File: config.mk
export PLATFORM = sky130hd
export DESIGN_NAME = lidar_scan_packet_parser
export DESIGN_NICKNAME = d
export VERILOG_FILES = /design/src/hw/rtl/lsp_pkg.sv /design/src/hw/rtl/lsp_ctrl.sv /design/src/hw/rtl/lsp_dp.sv /design/src/hw/rtl/lidar_scan_packet_parser.sv
export SDC_FILE = /design/constraint.sdc
export NUM_CORES = 1
export LEC_CHECK = 0
export BUFFER_PORTS_ARGS = -buffer_cell sky130_fd_sc_hd__buf_2
export CAP_MARGIN = 20
export CORE_AREA = 2 2 177 179
export DETAILED_ROUTE_END_ITERATION = 8
export DIE_AREA = 0 0 179 181
export SLEW_MARGIN = 20
export SYNTH_ARGS = -nofsm -noshare
export SYNTH_HDL_FRONTEND = slang
export SYNTH_SLANG_ARGS = --single-unit
File: constraint.sdc
create_clock -name i_clk -period 4.2 [get_ports i_clk]
set_clock_uncertainty 0.1 [all_clocks]
set_input_delay 0.63 -clock i_clk [delete_from_list [all_inputs] [get_ports i_clk]]
set_output_delay 0.63 -clock i_clk [all_outputs]
set_load 0.03 [all_outputs]
File: src/hw/rtl/lsp_pkg.sv
// Lidar scan packet parser: shared constants, FSM state type and the
// command/status structs between controller and datapath.
// No dependencies.
package lsp_pkg;

    localparam logic [7:0]  SYNC_BYTE0  = 8'hAA;
    localparam logic [7:0]  SYNC_BYTE1  = 8'h55;

    localparam int          ANGLE_BINS  = 360;
    localparam int          BIN_W       = 9;
    localparam int          DIST_W      = 14;
    localparam int          DEPTH_W     = 15;
    localparam logic [14:0] DEPTH_RESET = 15'd16383;

    // 360 degrees in 1/128 degree units
    localparam logic [16:0] FULL_TURN   = 17'd46080;

    // step dividend: 32-bit span with 16 fraction bits below it
    localparam int          DIVD_W      = 48;
    localparam int          ACC_W       = 34;
    localparam int          DIV_STEPS   = 48;
    localparam int          DIV_CNT_W   = $clog2(DIV_STEPS);

    typedef enum logic [3:0] {
        ST_HUNT,
        ST_TYPE,
        ST_COUNT,
        ST_SA_LO,
        ST_SA_HI,
        ST_EA_LO,
        ST_EA_HI,
        ST_CS_LO,
        ST_CS_HI,
        ST_DIV,
        ST_SMP_LO,
        ST_SMP_HI
    } t_state;

    typedef struct packed {
        logic ld_count;
        logic ld_sa_lo;
        logic ld_sa_hi;
        logic ld_ea_lo;
        logic ld_ea_hi;
        logic begin_scan;
        logic ld_low;
        logic emit;
    } t_cmd;

    typedef struct packed {
        logic is_sync0;
        logic is_sync1;
        logic type_odd;
        logic count_zero;
        logic count_one;
        logic div_done;
        logic last_smp;
        logic out_busy;
    } t_status;

endpackage

File: src/hw/rtl/lsp_ctrl.sv
// Lidar scan packet parser: byte-phase controller FSM.
// Depends on lsp_pkg; drives lsp_dp through t_cmd, reads t_status.
module lsp_ctrl (
    input  logic             i_clk,
    input  logic             i_rst_n,
    input  logic             i_rx_valid,
    output logic             o_rx_ready,
    input  lsp_pkg::t_status i_status,
    output lsp_pkg::t_cmd    o_cmd
);

    lsp_pkg::t_state r_state, n_state;
    logic            r_sync, n_sync;
    logic            w_fire;

    assign w_fire = i_rx_valid && o_rx_ready;

    always_ff @(posedge i_clk) begin
        if (!i_rst_n) begin
            r_state <= lsp_pkg::ST_HUNT;
            r_sync  <= 1'b0;
        end else begin
            r_state <= n_state;
            r_sync  <= n_sync;
        end
    end

    // next state
    always_comb begin
        n_state = r_state;
        n_sync  = 1'b0;
        unique case (r_state)
            lsp_pkg::ST_HUNT: begin
                n_sync = r_sync;
                if (w_fire) begin
                    if (r_sync && i_status.is_sync1) begin
                        n_state = lsp_pkg::ST_TYPE;
                        n_sync  = 1'b0;
                    end else begin
                        n_sync  = i_status.is_sync0;
                    end
                end
            end
            lsp_pkg::ST_TYPE: begin
                if (w_fire) begin
                    n_state = i_status.type_odd ? lsp_pkg::ST_HUNT : lsp_pkg::ST_COUNT;
                end
            end
            lsp_pkg::ST_COUNT:  if (w_fire) n_state = lsp_pkg::ST_SA_LO;
            lsp_pkg::ST_SA_LO:  if (w_fire) n_state = lsp_pkg::ST_SA_HI;
            lsp_pkg::ST_SA_HI:  if (w_fire) n_state = lsp_pkg::ST_EA_LO;
            lsp_pkg::ST_EA_LO:  if (w_fire) n_state = lsp_pkg::ST_EA_HI;
            lsp_pkg::ST_EA_HI:  if (w_fire) n_state = lsp_pkg::ST_CS_LO;
            lsp_pkg::ST_CS_LO:  if (w_fire) n_state = lsp_pkg::ST_CS_HI;
            lsp_pkg::ST_CS_HI: begin
                if (w_fire) begin
                    priority if (i_status.count_zero) n_state = lsp_pkg::ST_HUNT;
                    else if (i_status.count_one)      n_state = lsp_pkg::ST_SMP_LO;
                    else                              n_state = lsp_pkg::ST_DIV;
                end
            end
            lsp_pkg::ST_DIV: begin
                if (i_status.div_done) n_state = lsp_pkg::ST_SMP_LO;
            end
            lsp_pkg::ST_SMP_LO: if (w_fire) n_state = lsp_pkg::ST_SMP_HI;
            lsp_pkg::ST_SMP_HI: begin
                if (w_fire) begin
                    n_state = i_status.last_smp ? lsp_pkg::ST_HUNT : lsp_pkg::ST_SMP_LO;
                end
            end
            default: n_state = lsp_pkg::ST_HUNT;
        endcase
    end

    // outputs
    always_comb begin
        o_cmd      = '0;
        o_rx_ready = 1'b1;
        unique case (r_state)
            lsp_pkg::ST_DIV:    o_rx_ready = 1'b0;
            lsp_pkg::ST_SMP_HI: o_rx_ready = !i_status.out_busy;
            default:            o_rx_ready = 1'b1;
        endcase
        unique case (r_state)
            lsp_pkg::ST_COUNT:  o_cmd.ld_count   = w_fire;
            lsp_pkg::ST_SA_LO:  o_cmd.ld_sa_lo   = w_fire;
            lsp_pkg::ST_SA_HI:  o_cmd.ld_sa_hi   = w_fire;
            lsp_pkg::ST_EA_LO:  o_cmd.ld_ea_lo   = w_fire;
            lsp_pkg::ST_EA_HI:  o_cmd.ld_ea_hi   = w_fire;
            lsp_pkg::ST_CS_HI:  o_cmd.begin_scan = w_fire;
            lsp_pkg::ST_SMP_LO: o_cmd.ld_low     = w_fire;
            lsp_pkg::ST_SMP_HI: o_cmd.emit       = w_fire;
            default:            o_cmd            = '0;
        endcase
    end

endmodule

File: src/hw/rtl/lsp_dp.sv
// Lidar scan packet parser: datapath with header fields, bit-serial step
// divider, angle accumulator and the output register. Depends on lsp_pkg.
module lsp_dp (
    input  logic                        i_clk,
    input  logic                        i_rst_n,
    input  logic [7:0]                  i_rx_byte,
    input  logic                        i_cfg_valid,
    input  logic [lsp_pkg::DEPTH_W-1:0] i_cfg_max_depth,
    input  lsp_pkg::t_cmd               i_cmd,
    output lsp_pkg::t_status            o_status,
    output logic                        o_out_valid,
    input  logic                        i_out_ready,
    output logic [lsp_pkg::BIN_W-1:0]   o_bin_index,
    output logic [lsp_pkg::DIST_W-1:0]  o_distance,
    output logic                        o_last_sample
);

    // floor(a) mod 360 for an 11-bit whole-degree value (< 6 turns)
    function automatic logic [lsp_pkg::BIN_W-1:0] bin_wrap(input logic [10:0] a);
        logic [10:0] r;
        r = a;
        priority if (a >= 11'(5 * lsp_pkg::ANGLE_BINS)) r = a - 11'(5 * lsp_pkg::ANGLE_BINS);
        else if (a >= 11'(4 * lsp_pkg::ANGLE_BINS))     r = a - 11'(4 * lsp_pkg::ANGLE_BINS);
        else if (a >= 11'(3 * lsp_pkg::ANGLE_BINS))     r = a - 11'(3 * lsp_pkg::ANGLE_BINS);
        else if (a >= 11'(2 * lsp_pkg::ANGLE_BINS))     r = a - 11'(2 * lsp_pkg::ANGLE_BINS);
        else if (a >= 11'(lsp_pkg::ANGLE_BINS))         r = a - 11'(lsp_pkg::ANGLE_BINS);
        else                                            r = a;
        return r[lsp_pkg::BIN_W-1:0];
    endfunction

    logic [lsp_pkg::DEPTH_W-1:0]   r_max_depth;
    logic [7:0]                    r_count;
    logic [7:0]                    r_left;
    logic [15:0]                   r_start;
    logic [15:0]                   r_end;
    logic [lsp_pkg::ACC_W-1:0]     r_step;
    logic [lsp_pkg::ACC_W-1:0]     r_accum;
    logic [7:0]                    r_low;

    logic                          r_div_busy;
    logic [lsp_pkg::DIV_CNT_W-1:0] r_div_cnt;
    logic [lsp_pkg::DIVD_W-1:0]    r_dq;
    logic [7:0]                    r_rem;
    logic [7:0]                    r_divisor;

    logic                          r_out_valid;
    logic [lsp_pkg::BIN_W-1:0]     r_bin;
    logic [lsp_pkg::DIST_W-1:0]    r_dist;
    logic                          r_last;

    logic [16:0]                   w_end_adj;
    logic [31:0]                   w_span;
    logic [8:0]                    w_rem_sh;
    logic                          w_q_bit;
    logic [8:0]                    w_rem_sub;
    logic [lsp_pkg::DIVD_W-1:0]    w_quot;
    logic [lsp_pkg::DIST_W-1:0]    w_raw;

    // unwrap end angle past 360 degrees; the span wraps modulo 2^32 when
    // start lies more than a turn beyond end
    assign w_end_adj = (r_end < r_start) ? ({1'b0, r_end} + lsp_pkg::FULL_TURN)
                                         : {1'b0, r_end};
    assign w_span    = 32'(w_end_adj) - 32'(r_start);

    // one restoring-division step per cycle
    assign w_rem_sh  = {r_rem, r_dq[lsp_pkg::DIVD_W-1]};
    assign w_q_bit   = (w_rem_sh >= {1'b0, r_divisor});
    assign w_rem_sub = w_rem_sh - {1'b0, r_divisor};
    assign w_quot    = {r_dq[lsp_pkg::DIVD_W-2:0], w_q_bit};

    assign w_raw     = {i_rx_byte, r_low[7:2]};

    always_ff @(posedge i_clk) begin
        if (!i_rst_n) begin
            r_max_depth <= lsp_pkg::DEPTH_RESET;
        end else if (i_cfg_valid) begin
            r_max_depth <= i_cfg_max_depth;
        end
    end

    // header fields, accumulator, divider
    always_ff @(posedge i_clk) begin
        if (!i_rst_n) begin
            r_div_busy <= 1'b0;
        end else begin
            if (i_cmd.ld_count) r_count        <= i_rx_byte;
            if (i_cmd.ld_sa_lo) r_start[7:0]   <= i_rx_byte;
            if (i_cmd.ld_sa_hi) r_start[15:8]  <= i_rx_byte;
            if (i_cmd.ld_ea_lo) r_end[7:0]     <= i_rx_byte;
            if (i_cmd.ld_ea_hi) r_end[15:8]    <= i_rx_byte;
            if (i_cmd.ld_low)   r_low          <= i_rx_byte;

            if (i_cmd.begin_scan) begin
                r_accum    <= {2'b00, r_start, 16'h0000};
                r_left     <= r_count;
                r_dq       <= {w_span, 16'h0000};
                r_rem      <= '0;
                r_divisor  <= r_count - 8'd1;
                r_div_cnt  <= lsp_pkg::DIV_CNT_W'(lsp_pkg::DIV_STEPS - 1);
                r_div_busy <= (r_count > 8'd1);
                r_step     <= '0;
            end else if (r_div_busy) begin
                r_rem <= w_q_bit ? w_rem_sub[7:0] : w_rem_sh[7:0];
                r_dq  <= w_quot;
                if (r_div_cnt == '0) begin
                    r_div_busy <= 1'b0;
                    r_step     <= w_quot[lsp_pkg::ACC_W-1:0];
                end else begin
                    r_div_cnt  <= r_div_cnt - 1'b1;
                end
            end

            if (i_cmd.emit) begin
                r_accum <= r_accum + r_step;
                r_left  <= r_left - 8'd1;
            end
        end
    end

    // output register
    always_ff @(posedge i_clk) begin
        if (!i_rst_n) begin
            r_out_valid <= 1'b0;
        end else if (i_cmd.emit) begin
            r_out_valid <= 1'b1;
        end else if (i_out_ready) begin
            r_out_valid <= 1'b0;
        end
    end

    always_ff @(posedge i_clk) begin
        if (i_cmd.emit) begin
            r_bin  <= bin_wrap(r_accum[lsp_pkg::ACC_W-1:23]);
            r_dist <= ({1'b0, w_raw} >= r_max_depth) ? '0 : w_raw;
            r_last <= (r_left == 8'd1);
        end
    end

    assign o_status.is_sync0   = (i_rx_byte == lsp_pkg::SYNC_BYTE0);
    assign o_status.is_sync1   = (i_rx_byte == lsp_pkg::SYNC_BYTE1);
    assign o_status.type_odd   = i_rx_byte[0];
    assign o_status.count_zero = (r_count == 8'd0);
    assign o_status.count_one  = (r_count == 8'd1);
    assign o_status.div_done   = r_div_busy && (r_div_cnt == '0);
    assign o_status.last_smp   = (r_left == 8'd1);
    assign o_status.out_busy   = r_out_valid && !i_out_ready;

    assign o_out_valid   = r_out_valid;
    assign o_bin_index   = r_bin;
    assign o_distance    = r_dist;
    assign o_last_sample = r_last;

endmodule

File: src/hw/rtl/lidar_scan_packet_parser.sv
// Lidar scan packet parser top level: joins the phase controller and the
// datapath. Depends on lsp_pkg, lsp_ctrl, lsp_dp.
//
//  channel  dir  handshake                 payload
//  rx       in   i_rx_valid / o_rx_ready   i_rx_byte[7:0]
//  out      out  o_out_valid / i_out_ready o_bin_index[8:0], o_distance[13:0],
//                                          o_last_sample
//  cfg      in   i_cfg_valid / o_cfg_ready i_cfg_max_depth[14:0]
//
// One received byte per cycle, except during the stalls below. After the checksum
// of a packet with two or more samples, the rx side holds off while the bit-serial
// divider works out the per-sample angle step.
// A sample high byte stalls only when the previous result is still
// waiting in the output register and not being taken.
// Synchronous active-low reset: FSM to header search, output empty,
// max_depth to 16383. No memory, so no clearing pass.
module lidar_scan_packet_parser (
    input  logic                        i_clk,
    input  logic                        i_rst_n,
    // received bytes
    input  logic                        i_rx_valid,
    output logic                        o_rx_ready,
    input  logic [7:0]                  i_rx_byte,
    // sample results
    output logic                        o_out_valid,
    input  logic                        i_out_ready,
    output logic [lsp_pkg::BIN_W-1:0]   o_bin_index,
    output logic [lsp_pkg::DIST_W-1:0]  o_distance,
    output logic                        o_last_sample,
    // max_depth write
    input  logic                        i_cfg_valid,
    output logic                        o_cfg_ready,
    input  logic [lsp_pkg::DEPTH_W-1:0] i_cfg_max_depth
);

    lsp_pkg::t_cmd    w_cmd;
    lsp_pkg::t_status w_status;

    // the user writes the register only while idle, the block does not enforce it; every transfer is taken at once
    assign o_cfg_ready = 1'b1;

    lsp_ctrl u_ctrl (
        .i_clk      (i_clk),
        .i_rst_n    (i_rst_n),
        .i_rx_valid (i_rx_valid),
        .o_rx_ready (o_rx_ready),
        .i_status   (w_status),
        .o_cmd      (w_cmd)
    );

    lsp_dp u_dp (
        .i_clk           (i_clk),
        .i_rst_n         (i_rst_n),
        .i_rx_byte       (i_rx_byte),
        .i_cfg_valid     (i_cfg_valid),
        .i_cfg_max_depth (i_cfg_max_depth),
        .i_cmd           (w_cmd),
        .o_status        (w_status),
        .o_out_valid     (o_out_valid),
        .i_out_ready     (i_out_ready),
        .o_bin_index     (o_bin_index),
        .o_distance      (o_distance),
        .o_last_sample   (o_last_sample)
    );

endmodule

==> flow_metrics.env, run 1 <==
export IMPL_antenna_cells=0
export IMPL_wire_per_inst_um=17.09
export IMPL_max_slew_worst_pin_slew_ns=0.6871
export IMPL_syn_area_per_cell_sq_um=10.89
export IMPL_hold_viol=0
export IMPL_fin_crit_sh_pct=95.96
export IMPL_path_clk_slew_ns=0.06
export IMPL_ys_warn_count=0
export IMPL_synth_cell_types=86
export IMPL_r2r_slack_ns=0.17
export IMPL_nets=1436
export IMPL_final_max_slew_viol_count=0
export IMPL_layout_drive_gt1_share_pct=12.28
export IMPL_holdWs_ns=0.2120
export IMPL_arrival_ns=4.34
export IMPL_clk_path_buf_depth=3
export IMPL_hp_class="in -> reg"
export IMPL_ys_seq_area_share_pct=50.99
export IMPL_netlist_instances=1248
export IMPL_hpwl_mm=20.73
export IMPL_drc_errors=0
export IMPL_stdcell_count=1723
export IMPL_synth_nets=1377
export IMPL_grt_usage_pct=18.40
export IMPL_endpoint_kind="register"
export IMPL_ant_nets=0
export IMPL_p_per_area_nw_per_um2=333.2
export IMPL_dp_cells=1671
export IMPL_irDropWorstVdd_uv=306.0
export IMPL_htreeDepth=1
export IMPL_first_pass_iters=5
export IMPL_fp_dieH_um=181
export IMPL_start_kind="register"
export IMPL_n_fill_cell=2710
export IMPL_postCtsHoldBufs=0
export IMPL_synth_edff_count=216
export IMPL_core_area_sq_um=30350
export IMPL_cts_made_buffers=27
export IMPL_root_buffer="clkbuf_16"
export IMPL_cts_tree="done"
export IMPL_clk_latency_ns=0.54
export IMPL_grt_pass1_wl_mm=48.11
export IMPL_min_period_ns=4.030
export IMPL_synth_seq_cells=238
export IMPL_floorplan_initialDensity_pct=44.76
export IMPL_hold_depth=3
export IMPL_reg2reg_depth=18
export IMPL_synth_async_reset_ratio_pct=0
export IMPL_grt_pass1_vias=9377
export IMPL_outcome="completed"
export IMPL_path_max_fanout=7
export IMPL_r2r_end="u_dp.r_dq[45]"
export IMPL_worstHoldEndpoint="u_dp.r_max_depth[7]"
export IMPL_relSlewSlack_pct=54.03
export IMPL_grt_max_degree=57
export IMPL_critPathRequiredTime_ns=4.51
export IMPL_num_io_pins=55
export IMPL_setup_viol=0
export IMPL_die_area_sq_um=32400
export IMPL_cap_violations=0
export IMPL_via_per_inst=5.490
export IMPL_path_class="reg -> reg"
export IMPL_syn_to_final_growth_pct=12.91
export IMPL_antenna_found_initial=0
export IMPL_syn_cell_area_sq_um=13590
export IMPL_rows=64
export IMPL_p_leak_nw=5.964
export IMPL_rr_startpoint="u_dp.r_start[0]"
export IMPL_gp_congestion=0.8658
export IMPL_hp_start="i_cfg_max_depth[7]"
export IMPL_drtIter0Drc=676
export IMPL_port_buffers=53
export IMPL_die_w_um=179
export IMPL_cts_sinks=238
export IMPL_via_count=9460
export IMPL_synth_top_flop_cell="edfxtp_1"
export IMPL_overflow=0
export IMPL_wl_mm=29.45
export IMPL_timing_fmax_mhz=248.1
==> synth_stat cells (all sizes together) (21+ instances only) <==
cell    number  area share, %
clkbuf      29           0.80
nor3        27            1.0
a21o        54            3.0
dfxtp       22            3.2
nor2        76            2.1
a21oi       70            2.6
xor2        25            1.6
nand3       24           0.88
o211ai      27            1.6
edfxtp     216             48
nand2b      21           0.97
nand2      112            3.1
xnor2       33            2.1
ha          98            9.0
nor2b       22            1.0
and2        41            1.9
inv         79            2.2
o21ai       57            2.1
==> area by class of cell <==
cell class / count / area [sq um] / area share, %
flip-flops and latches: 238 / 6927 / 45.15
well taps: 396 / 495.5 / 3.230
clock buffers: 28 / 679.4 / 4.429
clock inverters: 21 / 247.7 / 1.615
multi-input cells: 884 / 6236 / 40.65
repair buffers: 76 / 454.2 / 2.961
inverters: 80 / 300.3 / 1.958
==> state kept, by name (all words and copies together) (netlist names), 8 cells and up <==
name              count
u_dp.o_bin_index      9
u_dp.r_max_depth     15
u_dp.o_distance      14
u_dp.r_dq            48
u_dp.r_rem            8
u_dp.r_end           16
u_dp.r_start         16
u_dp.r_accum         34
u_dp.r_count          8
u_dp.r_step          34
u_dp.r_left           8
u_dp.r_divisor        8
==> worst max path at each step <==
stage	startpoint	to	slack, ns	depth (start not counted)
4_1_cts	u_dp.r_start[0]	u_dp.r_dq[45]	0.007	18
5_1_grt	u_dp.r_start[0]	u_dp.r_dq[45]	-0.01	18
6_report	u_dp.r_start[0]	u_dp.r_dq[45]	0.17	18
3_5_place_dp	u_dp.r_start[0]	u_dp.r_dq[44]	-0.008	17
2_1_floorplan	u_dp.r_start[0]	u_dp.r_dq[37]	0.40	17
3_3_place_gp	u_dp.r_start[0]	u_dp.r_dq[43]	0.08	17
==> layout by cell type, fill, tap and decap left out, drive strengths merged, types with 7 or more instances in the layout <==
cell type,n
nor2b,22
nand2,112
or3,11
clkbuf,29
nand2b,21
nor3,27
edfxtp,216
xnor2,33
ha,98
o21a,15
inv,83
a21oi,70
mux2i,11
xor2,25
nor4,7
o31ai,9
clkinv,8
o211ai,27
a211oi,9
and2,41
nand3,24
o21ai,57
or4,7
nor2,76
a21o,54
dfxtp,22
o21bai,11
a31oi,7
nand4,20
buf,75
==> layer usage <==
layer  track usage [%]  vias to the layer above  routed length, um
met5                 0                        -                  0
met4             4.130                        0                454
met3             2.504                       38               1277
met2             30.58                      198              13900
met1             25.53                     4491              13820
li1                  -                     4733                  -
==> critical path, cell delays in order (launching register included) <==
cell and delay (ns):
edfxtp_1 0.40, ha_1 0.23, fa_1 0.42, nand2b_4 0.19
a21oi_4 0.17, o211ai_1 0.12, a21oi_2 0.20, nor2_2 0.09
xor2_1 0.15, ha_1 0.30, a21o_1 0.17, a21o_1 0.19
a21oi_2 0.15, o21a_1 0.16, o21ai_0 0.13, nor4_4 0.29
buf_4 0.18, clkbuf_4 0.18, a21o_1 0.09
==> per-stage QoR <==
step                      area, sq um  setup WS, ns  utilization, %  setup TNS [ns]  total power, mW
final                           15340        0.1698           50.54               0            5.111
after global routing            15340      -0.01345           50.54        -0.02583            5.268
after CTS                       15300      0.006608           50.41               0            5.170
after detailed placement        14350     -0.007896           47.29       -0.007896            2.713
after floorplan                 13590        0.4000               -               0            2.670
after global placement          14350       0.07603           47.27               0            2.710
==> repair_timing <==
action | in CTS | in global routing
endpoints found under the setup margin | 14 | 16
gates resized for setup | 2 | 6
pin swaps | 1 | 2
gates cloned | 1 | 0
buffers inserted | 1 | 1
endpoints found under the hold margin | 0 | 0
==> kinds of logic after synthesis <==
| logic type | Yosys count | synth area share, % |
|---|---|---|
| buf+inv | 126 | 3.629 |
| compound gates | 308 | 15.72 |
| other cells | 1 | 0.02760 |
| xor+xnor | 58 | 3.739 |
| simple gates | 402 | 15.37 |
| flops | 238 | 50.99 |
| fa+ha+maj | 101 | 9.468 |
| mux | 14 | 1.059 |
==> power by group <==
group,switching [mW],internal [mW],total (mW)
sequential,0.00263,2.56,2.57
clock,1.01,1.44,2.45
combinational,0.0609,0.0356,0.0965
(Power assumes the default switching activity.)
==> inputs of run 2 (changes only) <==
Settings changed: CTS_BUF_LIST set to sky130_fd_sc_hd__clkbuf_16.
==> run 2 against run 1 <==
First-iteration DRC count unchanged. Die area did not move. Setup slack about the same. Core utilization is the same. Critical path depth did not move. Fmax about the same. Critical path type unchanged. Critical endpoint unchanged. Largest power group unchanged.
==> flow_metrics.env, run 2 (same netlist as run 1, synthesis figures left out) <==
export IMPL_outcome="completed"
export IMPL_wire_per_inst_um=17.09
export IMPL_max_slew_worst_pin_slew_ns=0.6871
export IMPL_ant_nets=0
export IMPL_critPathRequiredTime_ns=4.51
export IMPL_via_per_inst=5.478
export IMPL_die_w_um=179
export IMPL_htreeDepth=1
export IMPL_core_area_sq_um=30350
export IMPL_cts_sinks=238
export IMPL_endpoint_kind="register"
export IMPL_grt_pass1_vias=9377
export IMPL_min_period_ns=4.030
export IMPL_via_count=9439
export IMPL_root_buffer="clkbuf_16"
export IMPL_antenna_cells=0
export IMPL_setup_viol=0
export IMPL_final_max_slew_viol_count=0
export IMPL_top_regs="u_dp.r_dq x48, u_dp.r_accum x34, u_dp.r_step x34"
export IMPL_clk_latency_ns=0.54
export IMPL_start_kind="register"
export IMPL_floorplan_initialDensity_pct=44.76
export IMPL_final_cell_mix="edfxtp_1, nand2_1, ha_1"
export IMPL_postCtsHoldBufs=0
export IMPL_fp_dieH_um=181
export IMPL_wl_mm=29.45
export IMPL_drtIter0Drc=676
export IMPL_num_io_pins=55
export IMPL_n_fill_cell=2710
export IMPL_grt_usage_pct=18.40
export IMPL_p_seq_share_pct=50.2
export IMPL_path_clk_slew_ns=0.06
export IMPL_grt_max_degree=57
export IMPL_cts_tree="done"
export IMPL_port_buffers=53
export IMPL_arrival_ns=4.34
export IMPL_setup_tns_ns=0
export IMPL_relSlewSlack_pct=54.03
export IMPL_comb_power_share_pct=1.9
export IMPL_path_max_fanout=7
export IMPL_cap_violations=0
export IMPL_nets=1436
export IMPL_overflow=0
export IMPL_antenna_found_initial=0
export IMPL_grt_pass1_wl_mm=48.11
export IMPL_clk_path_buf_depth=3
export IMPL_setup_ws_ns=0.1701
export IMPL_place_ws_ns=-0.007896
export IMPL_layout_drive_gt1_share_pct=12.28
export IMPL_hp_class="in -> reg"
export IMPL_path_class="reg -> reg"
export IMPL_final_common_cell="edfxtp_1"
export IMPL_fin_crit_sh_pct=95.95
export IMPL_regArea_sq_um=6927
export IMPL_largest_reg_flops=48
export IMPL_first_pass_iters=5
export IMPL_drc_errors=0
export IMPL_die_area_sq_um=32400
export IMPL_largest_register="u_dp.r_dq"
export IMPL_hold_viol=0
export IMPL_cts_made_buffers=27
export IMPL_p_int_mw=4.038
export IMPL_syn_to_final_growth_pct=12.91
export IMPL_finalPower_mw=5.109
export IMPL_timing_fmax_mhz=248.1
export IMPL_hpwl_mm=20.73
export IMPL_multiInputGateArea_sq_um=6236
export IMPL_irDropWorstVdd_uv=306.1
export IMPL_p_sw_mw=1.071
export IMPL_p_per_area_nw_per_um2=333.0
export IMPL_switching_share_pct=20.97
export IMPL_rows=64
export IMPL_p_leak_nw=5.969
export IMPL_p_clk_share_pct=47.9
export IMPL_gp_congestion=0.8658
run 2: cell types whose count changed in the layout (fill, tap and decap cells not counted):
cell / delta
clkbuf_1: -1
inv_1: +1
run 2: per-layer routing:
| layer | track usage (%) | wire length, um | vias to the layer above |
|---|---|---|---|
| met3 | 2.504 | 1243 | 38 |
| met2 | 30.58 | 13900 | 189 |
| met1 | 25.53 | 13860 | 4480 |
| met4 | 4.130 | 454 | 0 |
| li1 | - | - | 4732 |
| met5 | 0 | 0 | - |
run 2: power by group through the flow:
| stage | Combinational, mW | Sequential [mW] | Clock (mW) |
|---|---|---|---|
| 2_1_floorplan | 0.0537 | 2.62 | 0 |
| 3_3_place_gp | 0.0937 | 2.62 | 0 |
| 3_5_place_dp | 0.0959 | 2.62 | 0 |
| 4_1_cts | 0.0970 | 2.57 | 2.50 |
| 5_1_grt | 0.109 | 2.57 | 2.59 |
| 6_report | 0.0966 | 2.57 | 2.45 |
run 2: cell type report:
class	instances	area share, %
multi-input cells	884	40.65
flip-flops and latches	238	45.15
clock inverters	22	1.639
well taps	396	3.230
repair buffers	76	2.961
inverters	80	1.958
clock buffers	27	4.405
run 2: path summary, 6_finish.rpt:
kind	startpoint	cells past startpoint	slack (ns)	endpoint
worst min register to register	u_dp.r_max_depth[2]	2	0.39	u_dp.r_max_depth[2]
worst max register to register	u_dp.r_start[0]	18	0.17	u_dp.r_dq[45]
worst min-delay path	i_cfg_max_depth[7]	3	0.21	u_dp.r_max_depth[7]
worst max-delay path	u_dp.r_start[0]	18	0.17	u_dp.r_dq[45]
run 2: worst max-delay path, cell delays in order (launching register included):
cell and delay (ns):
edfxtp_1 0.40, ha_1 0.23, fa_1 0.42, nand2b_4 0.19
a21oi_4 0.17, o211ai_1 0.12, a21oi_2 0.20, nor2_2 0.09
xor2_1 0.15, ha_1 0.30, a21o_1 0.17, a21o_1 0.19
a21oi_2 0.15, o21a_1 0.16, o21ai_0 0.13, nor4_4 0.29
buf_4 0.18, clkbuf_4 0.18, a21o_1 0.09
run 2: metrics by stage:
step                std cells  hold slack [ns]  utilization [%]  cell area [sq um]
detailed placement       1671           0.3777            47.29              14350
CTS                      1722           0.1952            50.41              15300
floorplan                1248           0.3460                -              13590
finish                   1723           0.2120            50.54              15340
global placement         1670           0.3742            47.27              14350
global route             1723           0.2082            50.54              15340
run 2: timing repair:
item	CTS	global route
setup endpoints to repair	14	16
pin swaps	1	2
resized for setup	2	6
cloned	1	0
setup buffers	1	1
